File: src/rtl/link_block_framer_macros.svh
// assertion macros for the link block framer
`ifndef LINK_BLOCK_FRAMER_MACROS_SVH
`define LINK_BLOCK_FRAMER_MACROS_SVH

// same-cycle implication, sampled on clk, off during reset
`define LBF_ASSERT_NOW(label, ante, cons) \
    label: assert property (@(posedge clk) disable iff (!rst_n) (ante) |-> (cons)) \
        else $error("link block framer check failed");

// next-cycle implication, sampled on clk, off during reset
`define LBF_ASSERT_NEXT(label, ante, cons) \
    label: assert property (@(posedge clk) disable iff (!rst_n) (ante) |=> (cons)) \
        else $error("link block framer check failed");

`endif

File: src/rtl/lbf_pkg.sv
// shared constants and command/status types for the link block framer
package lbf_pkg;

    localparam int unsigned WORDS_PER_FRAME = 7;
    localparam int unsigned FPOS_W = $clog2(WORDS_PER_FRAME);
    localparam int unsigned WPOS_W = $clog2(WORDS_PER_FRAME + 1);

    localparam int unsigned WORD_W    = 16;
    localparam int unsigned BYTES_W   = 8;
    localparam int unsigned WORDS_W   = BYTES_W - 1;
    localparam int unsigned COV_W     = WORDS_W + 1;
    localparam int unsigned CFG_W     = 2;
    localparam int unsigned CFG_IDX_W = 2;
    localparam int unsigned FCNT_W    = CFG_W + 1;

    localparam logic [CFG_IDX_W-1:0] REG_EMPTY_BEFORE = CFG_IDX_W'(0);
    localparam logic [CFG_IDX_W-1:0] REG_EMPTY_AFTER  = CFG_IDX_W'(1);

    localparam logic [CFG_W-1:0] EMPTY_RESET = CFG_W'(2);

    localparam logic [WORD_W-1:0] CTRL_EMPTY = 16'h0000;
    localparam logic [WORD_W-1:0] CTRL_INIT  = 16'hBBBB;
    localparam logic [WORD_W-1:0] CTRL_DATA  = 16'h8888;
    localparam logic [WORD_W-1:0] INIT_TAG   = 16'h0081;

    localparam logic SEL_CTRL = 1'b0;
    localparam logic SEL_DATA = 1'b1;

    typedef struct packed {
        logic accept_start;
        logic accept_data;
        logic emit_frame;
        logic emit_hdr;
        logic emit_word;
        logic emit_pad;
    } lbf_cmd_t;

    typedef struct packed {
        logic out_free;
        logic active;
        logic hdr_pending;
        logic frame_last;
        logic hdr_last;
        logic word_pads;
        logic pad_last;
    } lbf_stat_t;

endpackage

File: src/rtl/lbf_ctrl.sv
// controller state machine of the link block framer
module lbf_ctrl
    import lbf_pkg::*;
(
    input  logic      clk,
    input  logic      rst_n,
    input  logic      in_valid,
    input  logic      op,
    output logic      in_stall,
    input  lbf_stat_t stat,
    output lbf_cmd_t  cmd
);

    localparam logic [2:0] ST_IDLE   = 3'd0;
    localparam logic [2:0] ST_FRAMES = 3'd1;
    localparam logic [2:0] ST_HDR    = 3'd2;
    localparam logic [2:0] ST_WORD   = 3'd3;
    localparam logic [2:0] ST_PAD    = 3'd4;

    logic [2:0] state_reg;
    logic [2:0] state_next;

    always_comb
    begin
        state_next = state_reg;
        cmd        = '0;
        in_stall   = 1'b1;
        case (state_reg)
            ST_IDLE:
            begin
                in_stall = 1'b0;
                if (in_valid)
                begin
                    if (!op)
                    begin
                        cmd.accept_start = 1'b1;
                        state_next       = ST_FRAMES;
                    end
                    else if (stat.active)
                    begin
                        cmd.accept_data = 1'b1;
                        state_next      = stat.hdr_pending ? ST_HDR : ST_WORD;
                    end
                end
            end
            ST_FRAMES:
            begin
                if (stat.out_free)
                begin
                    cmd.emit_frame = 1'b1;
                    if (stat.frame_last)
                    begin
                        state_next = ST_IDLE;
                    end
                end
            end
            ST_HDR:
            begin
                if (stat.out_free)
                begin
                    cmd.emit_hdr = 1'b1;
                    if (stat.hdr_last)
                    begin
                        state_next = ST_WORD;
                    end
                end
            end
            ST_WORD:
            begin
                if (stat.out_free)
                begin
                    cmd.emit_word = 1'b1;
                    state_next    = stat.word_pads ? ST_PAD : ST_IDLE;
                end
            end
            ST_PAD:
            begin
                if (stat.out_free)
                begin
                    cmd.emit_pad = 1'b1;
                    if (stat.pad_last)
                    begin
                        state_next = ST_IDLE;
                    end
                end
            end
            default:
            begin
                state_next = ST_IDLE;
            end
        endcase
    end

    always_ff @(posedge clk or negedge rst_n)
    begin
        if (!rst_n)
        begin
            state_reg <= ST_IDLE;
        end
        else
        begin
            state_reg <= state_next;
        end
    end

endmodule

File: src/rtl/lbf_datapath.sv
// datapath of the link block framer: block counters, config and output register
module lbf_datapath
    import lbf_pkg::*;
(
    input  logic                 clk,
    input  logic                 rst_n,
    input  logic                 cfg_we,
    input  logic [CFG_IDX_W-1:0] cfg_index,
    input  logic [CFG_W-1:0]     cfg_data,
    input  logic [BYTES_W-1:0]   block_bytes,
    input  logic [WORD_W-1:0]    data_word,
    input  logic                 out_stall,
    output logic                 out_valid,
    output logic                 stream_sel,
    output logic [WORD_W-1:0]    word_out,
    output logic                 last,
    input  lbf_cmd_t             cmd,
    output lbf_stat_t            stat
);

`include "link_block_framer_macros.svh"

    logic [CFG_W-1:0]   empty_before_reg;
    logic [CFG_W-1:0]   empty_after_reg;
    logic [BYTES_W-1:0] bytes_reg;
    logic [WORDS_W-1:0] block_words_reg;
    logic [WORDS_W-1:0] words_left_reg;
    logic [FPOS_W-1:0]  frame_pos_reg;
    logic               hdr_pending_reg;
    logic [COV_W-1:0]   covered_reg;
    logic [FCNT_W-1:0]  fcnt_reg;
    logic [WPOS_W-1:0]  wpos_reg;
    logic [WORD_W-1:0]  dword_reg;
    logic               out_valid_reg;
    logic               out_sel_reg;
    logic [WORD_W-1:0]  out_word_reg;
    logic               out_last_reg;

    logic               out_valid_next;
    logic               out_free;
    logic               emit_any;
    logic [FCNT_W-1:0]  frame_total;
    logic               is_init;
    logic               wpos_end;
    logic [WORD_W-1:0]  frame_word;
    logic [COV_W-1:0]   covered_next;
    logic [FPOS_W-1:0]  fpos_inc;
    logic [WORDS_W-1:0] start_words;

    assign out_free    = !out_valid_reg || !out_stall;
    assign emit_any    = cmd.emit_frame || cmd.emit_hdr || cmd.emit_word || cmd.emit_pad;
    assign frame_total = {1'b0, empty_before_reg} + {1'b0, empty_after_reg};
    assign is_init     = fcnt_reg == {1'b0, empty_before_reg};
    assign wpos_end    = wpos_reg == WPOS_W'(WORDS_PER_FRAME);
    assign covered_next = covered_reg + COV_W'(WORDS_PER_FRAME);
    assign fpos_inc    = (frame_pos_reg == FPOS_W'(WORDS_PER_FRAME - 1)) ?
                         '0 : frame_pos_reg + FPOS_W'(1);
    assign start_words = block_bytes[BYTES_W-1:1];

    always_comb
    begin
        frame_word = '0;
        if (wpos_reg == '0)
        begin
            frame_word = is_init ? CTRL_INIT : CTRL_EMPTY;
        end
        else if (is_init && wpos_reg == WPOS_W'(1))
        begin
            frame_word = {{(WORD_W - BYTES_W){1'b0}}, bytes_reg};
        end
        else if (is_init && wpos_reg == WPOS_W'(2))
        begin
            frame_word = INIT_TAG;
        end
    end

    assign stat.out_free    = out_free;
    assign stat.active      = words_left_reg != '0;
    assign stat.hdr_pending = hdr_pending_reg;
    assign stat.frame_last  = (fcnt_reg == frame_total) && wpos_end;
    assign stat.hdr_last    = covered_next >= {1'b0, block_words_reg};
    assign stat.word_pads   = (words_left_reg == WORDS_W'(1)) && (fpos_inc != '0);
    assign stat.pad_last    = fpos_inc == '0;

    always_ff @(posedge clk or negedge rst_n)
    begin
        if (!rst_n)
        begin
            empty_before_reg <= EMPTY_RESET;
            empty_after_reg  <= EMPTY_RESET;
            words_left_reg   <= '0;
            block_words_reg  <= '0;
            frame_pos_reg    <= '0;
            hdr_pending_reg  <= 1'b0;
            fcnt_reg         <= '0;
            wpos_reg         <= '0;
            covered_reg      <= '0;
        end
        else
        begin
            if (cfg_we)
            begin
                case (cfg_index)
                    REG_EMPTY_BEFORE: empty_before_reg <= cfg_data;
                    REG_EMPTY_AFTER:  empty_after_reg  <= cfg_data;
                    default:
                    begin
                    end
                endcase
            end
            if (cmd.accept_start)
            begin
                block_words_reg <= start_words;
                words_left_reg  <= start_words;
                frame_pos_reg   <= '0;
                hdr_pending_reg <= start_words != '0;
                fcnt_reg        <= '0;
                wpos_reg        <= '0;
            end
            if (cmd.accept_data)
            begin
                covered_reg <= '0;
            end
            if (cmd.emit_frame)
            begin
                if (wpos_end)
                begin
                    wpos_reg <= '0;
                    fcnt_reg <= fcnt_reg + FCNT_W'(1);
                end
                else
                begin
                    wpos_reg <= wpos_reg + WPOS_W'(1);
                end
            end
            if (cmd.emit_hdr)
            begin
                covered_reg <= covered_next;
                if (stat.hdr_last)
                begin
                    hdr_pending_reg <= 1'b0;
                end
            end
            if (cmd.emit_word)
            begin
                words_left_reg <= words_left_reg - WORDS_W'(1);
                frame_pos_reg  <= fpos_inc;
            end
            if (cmd.emit_pad)
            begin
                frame_pos_reg <= fpos_inc;
            end
        end
    end

    always_ff @(posedge clk)
    begin
        if (cmd.accept_start)
        begin
            bytes_reg <= block_bytes;
        end
        if (cmd.accept_data)
        begin
            dword_reg <= data_word;
        end
    end

    // output beat register
    assign out_valid_next = emit_any ? 1'b1 : (out_valid_reg && out_stall);

    always_ff @(posedge clk or negedge rst_n)
    begin
        if (!rst_n)
        begin
            out_valid_reg <= 1'b0;
        end
        else
        begin
            out_valid_reg <= out_valid_next;
        end
    end

    always_ff @(posedge clk)
    begin
        if (cmd.emit_frame)
        begin
            out_sel_reg  <= (wpos_reg == '0) ? SEL_CTRL : SEL_DATA;
            out_word_reg <= frame_word;
            out_last_reg <= stat.frame_last;
        end
        else if (cmd.emit_hdr)
        begin
            out_sel_reg  <= SEL_CTRL;
            out_word_reg <= CTRL_DATA;
            out_last_reg <= 1'b0;
        end
        else if (cmd.emit_word)
        begin
            out_sel_reg  <= SEL_DATA;
            out_word_reg <= dword_reg;
            out_last_reg <= !stat.word_pads;
        end
        else if (cmd.emit_pad)
        begin
            out_sel_reg  <= SEL_DATA;
            out_word_reg <= '0;
            out_last_reg <= stat.pad_last;
        end
    end

    assign out_valid  = out_valid_reg;
    assign stream_sel = out_sel_reg;
    assign word_out   = out_word_reg;
    assign last       = out_last_reg;

    `LBF_ASSERT_NOW(a_no_overwrite, emit_any, out_free)
    `LBF_ASSERT_NOW(a_hdr_pending, cmd.emit_hdr, hdr_pending_reg)
    `LBF_ASSERT_NOW(a_word_open, cmd.emit_word, words_left_reg != '0)
    `LBF_ASSERT_NOW(a_pad_tail, cmd.emit_pad, words_left_reg == '0 && frame_pos_reg != '0)
    `LBF_ASSERT_NEXT(a_hdr_clear, cmd.emit_hdr && stat.hdr_last, !hdr_pending_reg)

endmodule

File: src/rtl/link_block_framer.sv
// top level of the link block framer
// start item: 8 * (empty_before + empty_after + 1) beats, one per cycle while not
// stalled; accept goes to the state register, first beat then to the output register;
// data item: headers + 1 + padding beats, one per cycle while not stalled; one item in
// flight, the next is taken the cycle after its last beat is loaded into the output
// register; rst_n async active low: no block open, both empty frame counts back to 2
module link_block_framer
    import lbf_pkg::*;
(
    input  logic                 clk,
    input  logic                 rst_n,
    input  logic                 cfg_we,
    input  logic [CFG_IDX_W-1:0] cfg_index,
    input  logic [CFG_W-1:0]     cfg_data,
    input  logic                 in_valid,
    output logic                 in_stall,
    input  logic                 op,
    input  logic [BYTES_W-1:0]   block_bytes,
    input  logic [WORD_W-1:0]    data_word,
    output logic                 out_valid,
    input  logic                 out_stall,
    output logic                 stream_sel,
    output logic [WORD_W-1:0]    word_out,
    output logic                 last
);

    lbf_cmd_t  cmd;
    lbf_stat_t stat;

    lbf_ctrl u_ctrl (
        .clk      (clk),
        .rst_n    (rst_n),
        .in_valid (in_valid),
        .op       (op),
        .in_stall (in_stall),
        .stat     (stat),
        .cmd      (cmd)
    );

    lbf_datapath u_datapath (
        .clk         (clk),
        .rst_n       (rst_n),
        .cfg_we      (cfg_we),
        .cfg_index   (cfg_index),
        .cfg_data    (cfg_data),
        .block_bytes (block_bytes),
        .data_word   (data_word),
        .out_stall   (out_stall),
        .out_valid   (out_valid),
        .stream_sel  (stream_sel),
        .word_out    (word_out),
        .last        (last),
        .cmd         (cmd),
        .stat        (stat)
    );

endmodule
File: config.mk
export PLATFORM = sky130hd
export DESIGN_NAME = link_block_framer
export DESIGN_NICKNAME = d
export VERILOG_FILES = /design/src/rtl/lbf_pkg.sv /design/src/rtl/lbf_ctrl.sv /design/src/rtl/lbf_datapath.sv /design/src/rtl/link_block_framer.sv
export VERILOG_INCLUDE_DIRS = /design/src /design/src/rtl
export SDC_FILE = /design/constraint.sdc
export NUM_CORES = 1
export LEC_CHECK = 0
export BUFFER_PORTS_ARGS = -buffer_cell sky130_fd_sc_hd__buf_4
export CAP_MARGIN = 40
export CORE_ASPECT_RATIO = 1.75
export CORE_MARGIN = 8
export CORE_UTILIZATION = 57
export CTS_CLUSTER_DIAMETER = 40
export DETAILED_ROUTE_END_ITERATION = 7
export PLACE_DENSITY = 0.87
export SKIP_LAST_GASP = 1
export SLEW_MARGIN = 20
export SYNTH_ARGS = -nofsm -noshare
export SYNTH_HDL_FRONTEND = slang
export SYNTH_HIERARCHICAL = 1
export SYNTH_SLANG_ARGS = --single-unit
File: constraint.sdc
create_clock -name clk -period 3.02 [get_ports clk]
set_input_delay 0.604 -clock clk [delete_from_list [all_inputs] [get_ports clk]]
set_output_delay 0.604 -clock clk [all_outputs]
set_load 0.01 [all_outputs]
==> impl_metrics.yaml <==
power_and_ir_drop:
  p_sw_share_pct: 36.09
  peakVddDrop_v: 0.0006722
  pwr-share-clk_pct: 22.6
  switching_power_mw: 1.698
  fin_total_pwr_mw: 4.704
  powerDensity_mw_per_mm2: 989.9
  total_leakage_power_nw: 2.113
  power_frac_comb_pct: 37.8
  internal_power_mw: 3.007
  pwr-share-seq_pct: 39.6
yosys:
  netlist.area_leader.share_pct: 31.75
  synth_cells: 348
  yosysSeqAreaShare_pct: 57.01
  synth_area_sq_mm: 0.003973
  yosys-top-cells-area: "edfxtp_1 32%, dfrtp_1 24%, ha_1 5.4%, o21ai_0 3.4%, nand2_1 2.9%"
  synthFlopType: "edfxtp_1"
  syn-num-nets: 400
  synthDistinctLibCells: 55
  synth_edf_count: 42
  syn_area_per_cell_sq_um: 11.42
  ys_ff_latch: 82
  yosysTopAreaCell: "edfxtp_1"
  synth_warnings: 6
  async_flop_share_pct: 48.78
timing:
  slew_viol_final: 0
  fin_crit_ns: 2.678
  setup_viol: 0
  finClkSkew_ns: 0.006011
  finalCritPeriodShare_pct: 88.67
  max_clock_freq_ghz: 0.3734
  setup_slack_ns: 0.3422
  finalHoldViolCount: 0
  setup_tns_ns: 0
  slew_headroom_pct: 51.00
  tightest_slew_ns: 0.7310
  rsz0062_at_grt: "no"
global_routing:
  grt_max_degree: 41
  grt_pass1_wl_microns: 14410
  antenna_found_initial: 0
  grtUsageTotal_pct: 18.86
  grt-ovfl-total: 0
  grt_pass1_vias: 3054
placement:
  portBuffers: 53
  place_ws_ns: 0.3918
  gp_congestion: 0.9163
  dpl.hpwl_microns: 6626
floorplan:
  ios: 54
  core-area_sq_mm: 0.006807
  placementRows: 40
  die_y_microns: 126.4
  die_w_microns: 79.11
  start_util_pct: 58.36
  die-area_sq_mm: 0.01000
clock_tree:
  cts_max_level: 3
  clk_pin_slew_ns: 0.06
  root_buffer: "clkbuf_16"
  cts_buffer_depth: 2
  post_cts_resized: 0
  hold_buffers: 0
  cts_sinks: 82
  numCtsBuffers: 9
  postCtsSetupBuffers: 0
  cts_tree: "built"
  clock_latency_ns: 0.34
route:
  post-route-drc-count: 0
  viasPerCell: 6.004
  detail_route.wl_per_cell_microns: 18.42
  vias: 2954
  wl_microns: 9065
  drt_first_pass_iters: 4
  drtIter0Drc: 265
  antenna_left: 0
setup_path:
  worstPathMaxFanout: 4
  worst_setup_path_start_kind: "flip-flop"
  arrival_ns: 2.89
  end_kind: "flip-flop"
  cp.required_ns: 3.23
  path_class: "flip-flop to flip-flop"
cells_and_area:
  fill_cells: 505
  area_growth_pct: 19.62
  nNetsFinal: 455
  drive_gt1_share_pct: 21.57
  diodes: 0
worst_hold_path:
  hold_path.class: "input port to asynchronous set/reset pin"
flow_run:
  max-cap-violations: 0
status:
  status: "completed"
power groups by stage:
stage	clock network, mW	logic [mW]	registers, mW
2_1_floorplan	0	1.11	1.87
3_3_place_gp	0	1.67	1.84
3_5_place_dp	0	1.75	1.87
4_1_cts	1.08	1.77	1.86
5_1_grt	1.13	1.96	1.89
6_report	1.06	1.78	1.86
per-layer routing:
metal / global-route usage (%) / share of wire, % / vias to the layer above
met5: 0 / 0 / -
met4: 13.83 / 4.1 / 0
met3: 5.375 / 5.3 / 26
met2: 33.54 / 57 / 101
met1: 17.44 / 34 / 1457
li1: - / - / 1370
worst paths after layout:
path | depth (start not counted) | startpoint | slack [ns] | to
max reg2reg | 11 | u_datapath/covered_reg[0] | 0.34 | u_ctrl/state_reg[1]
min | 1 | rst_n | 0.24 | u_datapath/hdr_pending_reg
min in group clk | 1 | data_word[13] | 0.44 | u_datapath/dword_reg[13]
max | 11 | u_datapath/covered_reg[0] | 0.34 | u_ctrl/state_reg[1]
min reg2reg | 1 | u_datapath/dword_reg[9] | 0.52 | u_datapath/word_out[9]
max in group asynchronous | 1 | rst_n | 2.41 | u_datapath/empty_before_reg[1]
critical path: stages, from the launching register on:
cell      delay (ns)
dfrtp_1         0.42
inv_1           0.10
ha_1            0.24
nor2b_1         0.15
nor2_1          0.16
xor2_1          0.22
ha_1            0.28
a21oi_1         0.19
o211ai_1        0.14
or3b_1          0.38
a41oi_1         0.21
a31oi_1         0.06
metrics by stage:
stage	std cells	instance area [sq um]	util, %	hold slack [ns]
finish	492	4752	69.82	0.2407
global route	492	4752	69.82	0.2764
CTS	492	4752	69.82	0.2516
detailed placement	476	4453	65.42	0.5116
global placement	476	4453	65.42	0.4863
floorplan	348	3973	-	0.3084
cell usage after synthesis (all sizes together) (3+ instances only):
cell type  instances
dfrtp             38
inv               22
nor3               9
nand2b             6
buf                8
nor3b              5
ha                17
o31ai              5
nand3              6
a31oi              4
clkbuf             7
o21ai             28
nand3b             7
a21oi             13
edfxtp            42
nor2              20
or3                4
and3               7
nor2b              3
nand2             31
xnor2              5
a21o              11
mux2               5
a22o               5
xor2              10
cells in the final DEF, fill, tap and decap left out, types with 4 or more instances in the layout:
cell type | synthesis | final
a31oi_1 | 4 | 4
clkbuf_16 | 0 | 10
mux2_2 | 5 | 5
nand3_1 | 6 | 6
nor3b_1 | 4 | 4
o21ai_0 | 27 | 27
or3_1 | 4 | 4
buf_4 | 2 | 59
a22o_1 | 5 | 5
nor3_1 | 7 | 7
xor2_1 | 10 | 10
xnor2_1 | 5 | 5
ha_1 | 17 | 17
edfxtp_1 | 42 | 42
nand2b_1 | 6 | 6
and3_1 | 6 | 6
a21o_1 | 11 | 11
a21oi_1 | 13 | 13
nand2_1 | 31 | 31
o31ai_1 | 5 | 5
dfrtp_1 | 38 | 38
nand3b_1 | 7 | 7
nor2_1 | 20 | 19
inv_1 | 22 | 22
layout make-up:
class | instances | area (sq um) | area share [%]
clock buffer | 12 | 267.8 | 5.635
clock inverter | 4 | 31.28 | 0.6582
inverter | 22 | 82.58 | 1.738
multi-input combinational | 229 | 1558 | 32.78
sequential | 82 | 2265 | 47.66
tap | 84 | 105.1 | 2.212
timing repair buffer | 59 | 442.9 | 9.321
kinds of logic after synthesis:
logic type	count (synthesis)	share of synthesized area, %
multiplexers	5	1.417
AND/OR/NAND/NOR	107	14.71
buffers and inverters	37	4.000
flip-flops	82	57.01
AO/OA/AOI/OAI	84	13.70
XOR/XNOR	15	3.307
adder cells (fa/ha/maj)	18	5.858
No activity file was read; power rests on OpenSTA's default activity.
